$ cat config.mk
export PLATFORM = sky130hd
export DESIGN_NAME = integer_to_ascii_formatter_flat
export DESIGN_NICKNAME = d
export VERILOG_FILES = /design/src/rtl/core/itaf_pkg.sv /design/src/rtl/core/itaf_in_if.sv /design/src/rtl/core/itaf_out_if.sv /design/src/rtl/core/integer_to_ascii_formatter.sv /design/src/rtl/core/itaf_shift_unit.sv /design/src/flat_wrapper.sv
export SDC_FILE = /design/constraint.sdc
export NUM_CORES = 1
export LEC_CHECK = 0
export BUFFER_PORTS_ARGS = -buffer_cell sky130_fd_sc_hd__buf_2
export CORE_ASPECT_RATIO = 0.5
export CORE_MARGIN = 5
export CORE_UTILIZATION = 45
export CTS_CLUSTER_SIZE = 8
export DETAILED_ROUTE_END_ITERATION = 12
export GPL_TIMING_DRIVEN = 1
export MAX_ROUTING_LAYER = met4
export PLACE_DENSITY = 0.69
export SLEW_MARGIN = 20
export SYNTH_ARGS = -nofsm -noshare
export SYNTH_HDL_FRONTEND = slang
export SYNTH_SLANG_ARGS = --single-unit
$ cat constraint.sdc
create_clock -name i_clk -period 7.1 [get_ports i_clk]
set_input_delay 0.355 -clock i_clk [delete_from_list [all_inputs] [get_ports i_clk]]
set_output_delay 0.355 -clock i_clk [all_outputs]
set_load 0.01 [all_outputs]
$ cat src/rtl/core/itaf_pkg.sv
// ----------------------------------------------------------------------------
// Integer to ASCII formatter package
// Command and shift-unit codes, character constants and the digit encoder.
// ----------------------------------------------------------------------------
`default_nettype none

package itaf_pkg;

    typedef logic [1:0] t_cmd;
    typedef logic [6:0] t_char;
    typedef logic [1:0] t_op;

    // Format commands
    localparam t_cmd CMD_UDEC = 2'd0;
    localparam t_cmd CMD_SDEC = 2'd1;
    localparam t_cmd CMD_HEX  = 2'd2;
    localparam t_cmd CMD_BIN  = 2'd3;

    // Shift unit operations
    localparam t_op OP_HOLD   = 2'd0;
    localparam t_op OP_DABBLE = 2'd1;
    localparam t_op OP_NIB    = 2'd2;
    localparam t_op OP_BIT    = 2'd3;

    // Character codes
    localparam t_char ASCII_0     = 7'h30;
    localparam t_char ASCII_9     = 7'h39;
    localparam t_char ASCII_A     = 7'h41;
    localparam t_char ASCII_F     = 7'h46;
    localparam t_char ASCII_MINUS = 7'h2D;

    localparam logic [3:0] DIGIT_TEN = 4'd10;

    // One hex or BCD digit to its ASCII code
    function automatic t_char itaf_char(input logic [3:0] d);
        t_char c;
        if (d < DIGIT_TEN) begin
            c = ASCII_0 + {3'b000, d};
        end else begin
            c = ASCII_A + {3'b000, d - DIGIT_TEN};
        end
        return c;
    endfunction

endpackage

`default_nettype wire

$ cat src/rtl/core/itaf_in_if.sv
// ----------------------------------------------------------------------------
// Input channel of the formatter
// One beat carries a format command and the value to print.
// ----------------------------------------------------------------------------
`default_nettype none

interface itaf_in_if;
    logic        valid;
    logic        ready;
    logic [1:0]  command;
    logic [63:0] value;

    modport source (output valid, output command, output value, input ready);
    modport sink   (input valid, input command, input value, output ready);
endinterface

`default_nettype wire

$ cat src/rtl/core/itaf_out_if.sv
// ----------------------------------------------------------------------------
// Output channel of the formatter
// One beat carries one ASCII character and the end-of-run flag.
// ----------------------------------------------------------------------------
`default_nettype none

interface itaf_out_if;
    logic       valid;
    logic       ready;
    logic [6:0] char_code;
    logic       last;

    modport source (output valid, output char_code, output last, input ready);
    modport sink   (input valid, input char_code, input last, output ready);
endinterface

`default_nettype wire

$ cat src/rtl/core/integer_to_ascii_formatter.sv
// ----------------------------------------------------------------------------
// Integer to ASCII formatter
// Prints a value as unsigned decimal, signed decimal, hex or binary text,
// one character per output beat, most significant digit first.
// ----------------------------------------------------------------------------
//  channel | dir | payload               | handshake
//  i_in    | in  | command[1:0], value   | valid/ready
//  o_out   | out | char_code[6:0], last  | valid/ready
//
// Work per value, accept to next accept: decimal is a load, VALUE_WIDTH dabble
//   steps, NDEC digit slots (a dropped leading zero still uses its slot) and a
//   minus if negative; hex: load, NHEX slots; binary: load, VALUE_WIDTH bits.
// i_in.ready is high only while idle; one value is in work at a time.
// A stalled output holds the character register and freezes emission.
// Reset is synchronous, active low, and clears the sequencer and out valid.
// ----------------------------------------------------------------------------
`default_nettype none

module integer_to_ascii_formatter #(
    parameter int VALUE_WIDTH  = 64,
    parameter int SIGNED_WIDTH = 32
) (
    input  logic        i_clk,
    input  logic        i_rst_n,
    itaf_in_if.sink     i_in,
    itaf_out_if.source  o_out
);
    import itaf_pkg::*;

    localparam int NDEC = (VALUE_WIDTH * 30103) / 100000 + 1;
    localparam int NHEX = (VALUE_WIDTH + 3) / 4;
    localparam int SHW  = 4 * NDEC;
    localparam int CW   = $clog2(VALUE_WIDTH + 1);

    localparam logic [63:0] VMASK = (VALUE_WIDTH >= 64) ? {64{1'b1}}
                                    : ((64'd1 << VALUE_WIDTH) - 64'd1);
    localparam logic [63:0] SMASK = (SIGNED_WIDTH >= 64) ? {64{1'b1}}
                                    : ((64'd1 << SIGNED_WIDTH) - 64'd1);

    localparam logic [1:0] S_IDLE = 2'd0;
    localparam logic [1:0] S_CONV = 2'd1;
    localparam logic [1:0] S_EMIT = 2'd2;

    logic [1:0]             r_state, n_state;
    logic [CW-1:0]          r_cnt, n_cnt;
    logic                   r_minus, n_minus;
    logic                   r_skip, n_skip;
    t_cmd                   r_cmd, n_cmd;
    logic [SHW-1:0]         r_shf, n_shf;
    logic [VALUE_WIDTH-1:0] r_bin, n_bin;
    logic                   r_ov, n_ov;
    t_char                  r_char, n_char;
    logic                   r_last, n_last;

    t_op                    w_op;
    logic [SHW-1:0]         w_shf_nx;
    logic [VALUE_WIDTH-1:0] w_bin_nx;
    logic [63:0]            w_v64, w_s64, w_mag64;
    logic                   w_neg;
    logic [SHW-1:0]         w_ext;
    logic                   w_slot;
    logic [3:0]             w_top;
    t_char                  w_top_char;

    itaf_shift_unit #(
        .SHW  (SHW),
        .BINW (VALUE_WIDTH)
    ) u_shift (
        .i_op  (w_op),
        .i_shf (r_shf),
        .i_bin (r_bin),
        .o_shf (w_shf_nx),
        .o_bin (w_bin_nx)
    );

    // Input value, signed magnitude and zero-extended load image
    assign w_v64   = i_in.value & VMASK;
    assign w_s64   = w_v64 & SMASK;
    assign w_neg   = w_s64[SIGNED_WIDTH-1];
    assign w_mag64 = w_neg ? ((~w_s64 + 64'd1) & SMASK) : w_s64;
    assign w_ext   = SHW'(w_v64[VALUE_WIDTH-1:0]);

    // Current leading digit
    assign w_top      = r_shf[SHW-1 -: 4];
    assign w_top_char = (r_cmd == CMD_BIN) ? (ASCII_0 + {6'b0, r_shf[SHW-1]})
                                           : itaf_char(w_top);

    assign w_slot = !r_ov || o_out.ready;

    // Sequencer
    always_comb begin
        n_state = r_state;
        n_cnt   = r_cnt;
        n_minus = r_minus;
        n_skip  = r_skip;
        n_cmd   = r_cmd;
        n_shf   = r_shf;
        n_bin   = r_bin;
        n_ov    = r_ov && !o_out.ready;
        n_char  = r_char;
        n_last  = r_last;
        w_op    = OP_HOLD;
        unique case (r_state)
            S_IDLE: begin
                if (i_in.valid) begin
                    n_cmd   = i_in.command;
                    n_minus = 1'b0;
                    n_skip  = 1'b1;
                    unique case (i_in.command)
                        CMD_UDEC: begin
                            n_bin   = w_v64[VALUE_WIDTH-1:0];
                            n_shf   = '0;
                            n_cnt   = CW'(VALUE_WIDTH);
                            n_state = S_CONV;
                        end
                        CMD_SDEC: begin
                            n_bin   = w_mag64[VALUE_WIDTH-1:0];
                            n_shf   = '0;
                            n_minus = w_neg;
                            n_cnt   = CW'(VALUE_WIDTH);
                            n_state = S_CONV;
                        end
                        CMD_HEX: begin
                            n_shf   = w_ext << (SHW - 4 * NHEX);
                            n_cnt   = CW'(NHEX);
                            n_state = S_EMIT;
                        end
                        default: begin
                            n_shf   = w_ext << (SHW - VALUE_WIDTH);
                            n_skip  = 1'b0;
                            n_cnt   = CW'(VALUE_WIDTH);
                            n_state = S_EMIT;
                        end
                    endcase
                end
            end
            S_CONV: begin
                w_op  = OP_DABBLE;
                n_shf = w_shf_nx;
                n_bin = w_bin_nx;
                n_cnt = r_cnt - CW'(1);
                if (r_cnt == CW'(1)) begin
                    n_cnt   = CW'(NDEC);
                    n_state = S_EMIT;
                end
            end
            S_EMIT: begin
                if (r_minus) begin
                    // sign goes out ahead of the digits
                    if (w_slot) begin
                        n_ov    = 1'b1;
                        n_char  = ASCII_MINUS;
                        n_last  = 1'b0;
                        n_minus = 1'b0;
                    end
                end else if (r_skip && w_top == 4'd0 && r_cnt != CW'(1)) begin
                    // drop a leading zero, no beat
                    w_op  = OP_NIB;
                    n_shf = w_shf_nx;
                    n_cnt = r_cnt - CW'(1);
                end else if (w_slot) begin
                    w_op   = (r_cmd == CMD_BIN) ? OP_BIT : OP_NIB;
                    n_shf  = w_shf_nx;
                    n_cnt  = r_cnt - CW'(1);
                    n_skip = 1'b0;
                    n_ov   = 1'b1;
                    n_char = w_top_char;
                    n_last = (r_cnt == CW'(1));
                    if (r_cnt == CW'(1)) begin
                        n_state = S_IDLE;
                    end
                end
            end
            default: begin
                n_state = S_IDLE;
            end
        endcase
    end

    // Control registers
    always_ff @(posedge i_clk) begin
        if (!i_rst_n) begin
            r_state <= S_IDLE;
            r_cnt   <= '0;
            r_minus <= 1'b0;
            r_skip  <= 1'b0;
            r_ov    <= 1'b0;
        end else begin
            r_state <= n_state;
            r_cnt   <= n_cnt;
            r_minus <= n_minus;
            r_skip  <= n_skip;
            r_ov    <= n_ov;
        end
    end

    // Datapath registers
    always_ff @(posedge i_clk) begin
        r_cmd  <= n_cmd;
        r_shf  <= n_shf;
        r_bin  <= n_bin;
        r_char <= n_char;
        r_last <= n_last;
    end

    assign i_in.ready      = (r_state == S_IDLE);
    assign o_out.valid     = r_ov;
    assign o_out.char_code = r_char;
    assign o_out.last      = r_last;

endmodule

`default_nettype wire

$ cat src/rtl/core/itaf_shift_unit.sv
// ----------------------------------------------------------------------------
// Formatter shift unit
// Shared shifter: one double-dabble step (add 3 to BCD digits >= 5, shift
// binary into BCD), a 4-bit digit shift or a 1-bit digit shift.
// ----------------------------------------------------------------------------
`default_nettype none

module itaf_shift_unit #(
    parameter int SHW  = 80,
    parameter int BINW = 64
) (
    input  itaf_pkg::t_op     i_op,
    input  logic [SHW-1:0]    i_shf,
    input  logic [BINW-1:0]   i_bin,
    output logic [SHW-1:0]    o_shf,
    output logic [BINW-1:0]   o_bin
);
    import itaf_pkg::*;

    localparam int DIGITS = SHW / 4;

    logic [SHW-1:0] w_adj;

    // BCD digit correction, each digit on its own
    always_comb begin
        w_adj = i_shf;
        for (int i = 0; i < DIGITS; i++) begin
            if (i_shf[4*i +: 4] >= 4'd5) begin
                w_adj[4*i +: 4] = i_shf[4*i +: 4] + 4'd3;
            end
        end
    end

    // Operation select
    always_comb begin
        o_shf = i_shf;
        o_bin = i_bin;
        unique case (i_op)
            OP_DABBLE: begin
                o_shf = {w_adj[SHW-2:0], i_bin[BINW-1]};
                o_bin = {i_bin[BINW-2:0], 1'b0};
            end
            OP_NIB: begin
                o_shf = {i_shf[SHW-5:0], 4'b0000};
            end
            OP_BIT: begin
                o_shf = {i_shf[SHW-2:0], 1'b0};
            end
            default: begin
                o_shf = i_shf;
            end
        endcase
    end

endmodule

`default_nettype wire

$ cat src/flat_wrapper.sv
// flat-port wrapper written by rule: the top's interface ports become plain ports
module integer_to_ascii_formatter_flat import itaf_pkg::*;
#(
    parameter int VALUE_WIDTH  = 64,
    parameter int SIGNED_WIDTH = 32
)
  (i_clk, i_rst_n, i_in_valid, i_in_command, i_in_value, i_in_ready, o_out_valid, o_out_char_code, o_out_last, o_out_ready);
  itaf_in_if i_in_i ();
  itaf_out_if o_out_i ();
  input  logic i_clk;
  input  logic i_rst_n;
  input wire logic [$bits(i_in_i.valid)-1:0] i_in_valid;
  input wire logic [$bits(i_in_i.command)-1:0] i_in_command;
  input wire logic [$bits(i_in_i.value)-1:0] i_in_value;
  output wire logic [$bits(i_in_i.ready)-1:0] i_in_ready;
  output wire logic [$bits(o_out_i.valid)-1:0] o_out_valid;
  output wire logic [$bits(o_out_i.char_code)-1:0] o_out_char_code;
  output wire logic [$bits(o_out_i.last)-1:0] o_out_last;
  input wire logic [$bits(o_out_i.ready)-1:0] o_out_ready;
  assign i_in_i.valid = i_in_valid;
  assign i_in_i.command = i_in_command;
  assign i_in_i.value = i_in_value;
  assign i_in_ready = i_in_i.ready;
  assign o_out_valid = o_out_i.valid;
  assign o_out_char_code = o_out_i.char_code;
  assign o_out_last = o_out_i.last;
  assign o_out_i.ready = o_out_ready;
  integer_to_ascii_formatter #(.VALUE_WIDTH(VALUE_WIDTH), .SIGNED_WIDTH(SIGNED_WIDTH)) u_core (.i_clk(i_clk), .i_rst_n(i_rst_n), .i_in(i_in_i), .o_out(o_out_i));
endmodule
==> impl_metrics.env <==
export IMPL_status="finished, final reports clean"
export IMPL_cp_end_kind="flip-flop"
export IMPL_finalHoldViolCount=0
export IMPL_cts_buffer_depth=2
export IMPL_cp_max_fo=80
export IMPL_grt_antenna_before_repair=0
export IMPL_start_util_pct=45.7
export IMPL_path_class="reg2reg"
export IMPL_drive_gt1_share_pct=13.7
export IMPL_syn_num_nets=1290
export IMPL_grt_max_degree=81
export IMPL_synthCells=1170
export IMPL_viasPerCell=6.09
export IMPL_cts_tree="yes"
export IMPL_grt_busiest_layer="met2"
export IMPL_clkLatencyLatePin_ps=440
export IMPL_finalCritPeriodShare_pct=55.4
export IMPL_max_vdd_ir_drop_mv=0.243
export IMPL_clkTransAtPathRegs_ps=70
export IMPL_root_buffer="clkbuf_16"
export IMPL_synth_top_family_by_area="compound AO/OA/AOI/OAI gates"
export IMPL_nNetsFinal=1327
export IMPL_drt_iter0_drc=1069
export IMPL_finalCriticalPeriod_ps=3930
export IMPL_dp_hpwl_um=19300
export IMPL_cts_resized=0
export IMPL_gr_usage_met2_pct=33.1
export IMPL_die_area_mm2=0.0278
export IMPL_rows=40
export IMPL_synthArstFlopShare_pct=0
export IMPL_netlist_top_cells_area="edfxtp_1 (42%), nand2_1 (6.9%), ha_1 (5.7%)"
export IMPL_p_per_area_mw_per_mm2=486
export IMPL_diodes=0
export IMPL_drc=0
export IMPL_vias=9353
export IMPL_synth_top_area_share_pct=42.2
export IMPL_antenna_left=0
export IMPL_synth_distinct_cells=73
export IMPL_postCtsSetupBuffers=0
export IMPL_rsz0062_at_grt="false"
export IMPL_die_height_um=120
export IMPL_synthFlopType="edfxtp_1"
export IMPL_power_total_mw=5.93
export IMPL_use_met1_pct=29.7
export IMPL_slew_headroom_pct=27.2
export IMPL_grt_usage_pct=21.7
export IMPL_post_drt_wl_per_cell_um=19.3
export IMPL_grt_first_pass_wirelength_um=47600
export IMPL_setup_viol=0
export IMPL_leakage_nw=4.57
export IMPL_drv_cap=0
export IMPL_synthXorXnorAreaFrac_pct=3.36
export IMPL_ys_top_cells_by_count="nand2_1 (202), edfxtp_1 (154), o21ai_0 (94)"
export IMPL_io_pins=80
export IMPL_gp_congestion=0.896
export IMPL_synthMuxAreaShare_pct=2.89
export IMPL_pwr_share_comb_pct=45.0
export IMPL_synth_top_cell_by_area="edfxtp_1"
export IMPL_ys_seq_elements=166
export IMPL_drtPass1Iterations=7
export IMPL_htree_levels=4
export IMPL_synthAdderAreaFrac_pct=5.71
export IMPL_avgSynthCellArea_um2=9.36
export IMPL_finClkSkew_ps=8.72
export IMPL_wirelength_um=29600
export IMPL_cts_sink_count=166
export IMPL_fin_setup_tns_ps=0
export IMPL_gr_total_overflow=0
export IMPL_area_delta_synth_final_pct=11.3
export IMPL_yosysWarnings=0
export IMPL_core_mm2=0.0240
export IMPL_synth_cell_area_mm2=0.0110
export IMPL_setup_worst_path_start_class="flip-flop"
export IMPL_die_w_um=231
export IMPL_p_int_mw=3.40
export IMPL_power_share_clock_pct=16.5
export IMPL_crit_arrival_ps=3990
export IMPL_power_share_sequential_pct=38.5
export IMPL_cts_made_buffers=17
export IMPL_grtUsageMet3_pct=3.92
export IMPL_hold_buffers=0
export IMPL_port_buffers=79
export IMPL_grt_pass1_vias=8914
export IMPL_p_switching_mw=2.53
export IMPL_synth_simple_gate_area_share_pct=15.2
export IMPL_yosysSeqAreaShare_pct=44.4
export IMPL_synth_edff_count=154
export IMPL_slew_violations=0
export IMPL_synth_most_common_cell="nand2_1"
export IMPL_min_path_type="in2reg"
export IMPL_required_ps=7160
export IMPL_synth_compound_area_share_pct=23.3
export IMPL_fmax_mhz=254
export IMPL_swShare_pct=42.6
export IMPL_tightest_slew_ps=1090
worst paths after layout:
kind,from,to,cells after the start,slack (ps)
worst min register to register,u_core.r_skip,u_core.r_skip,2,510
worst max register to register,u_core.r_shf[77],u_core.r_shf[2],8,3170
worst max-delay path,u_core.r_shf[77],u_core.r_shf[2],8,3170
worst min-delay path,i_rst_n,u_core.r_minus,2,130
power groups by stage:
stage | sequential [mW] | combinational (mW) | clock [mW]
after global placement | 2.26 | 2.49 | 0
final | 2.29 | 2.67 | 0.976
after global routing | 2.34 | 2.97 | 1.03
after floorplan | 2.21 | 1.99 | 0
after detailed placement | 2.28 | 2.60 | 0
after CTS | 2.27 | 2.62 | 0.985
metal layers:
metal / wire length (um) / part of all wire (%) / up-vias
met4: 601 / 2.0 / 0
li1: - / - / 4405
met3: 2030 / 6.8 / 46
met2: 13300 / 45 / 359
met5: 0 / 0 / -
met1: 13700 / 46 / 4543
final cells by class:
| type | count | area [um^2] |
|---|---|---|
| multi-input cells | 867 | 5580 |
| flip-flops and latches | 166 | 4860 |
| well taps | 315 | 394 |
| clock buffers | 17 | 425 |
| fillers | 2146 | 11800 |
| clock inverters | 15 | 178 |
| inverters | 63 | 238 |
| repair buffers | 92 | 513 |
cell usage in the layout, fill, tap and decap left out, types with 14 or more instances in the layout:
cell       instances
nand2_1          202
xor2_1            28
nand2b_1          21
edfxtp_1         154
o21ai_0           94
ha_1              48
a31oi_1           36
nor2_1            64
buf_2             79
o21ai_1           28
o221ai_1          18
clkbuf_16         17
a21oi_1           82
a32oi_1           17
inv_1             62
xnor2_1           14
o211ai_1          19
o2111ai_1         16
state kept, by name (all words and copies together) (netlist names), 2 cells and up:
register / cells
u_core.r_bin: 64
u_core.r_state: 2
u_core.r_cmd: 2
u_core.r_shf: 80
u_core.r_cnt: 7
u_core.o_out.char_code: 7
stage by stage:
step                util [%]  setup slack (ps)  hold WS, ps  cell area [um^2]  cells
finish                  50.9              3170          130             12200   1535
floorplan                  -               298          450             11000   1170
global route            50.9              3000          119             12200   1535
detailed placement      48.2              2980          504             11600   1502
CTS                     50.8              2980          123             12200   1534
global placement        48.2              3220          470             11600   1502
critical path, cell delays in order, from the launching register on:
cell       delay (ps)
edfxtp_1          460
inv_1             240
ha_1              190
nand4bb_1         150
a31o_4            290
a211o_2           650
buf_4             430
a31oi_4           210
buf_4             840
cells by family (layout without fill, tap and decap cells):
logic type                 count (synthesis)  after routing
DFF                                      166            166
and+or+nand+nor                          360            360
adders and majority gates                 50             50
muxes                                     27             27
buffers and inverters                    137            187
AOI/OAI and AO/OA                        388            388
xor gates and xnor gates                  42             42
(Power assumes the default switching activity.)
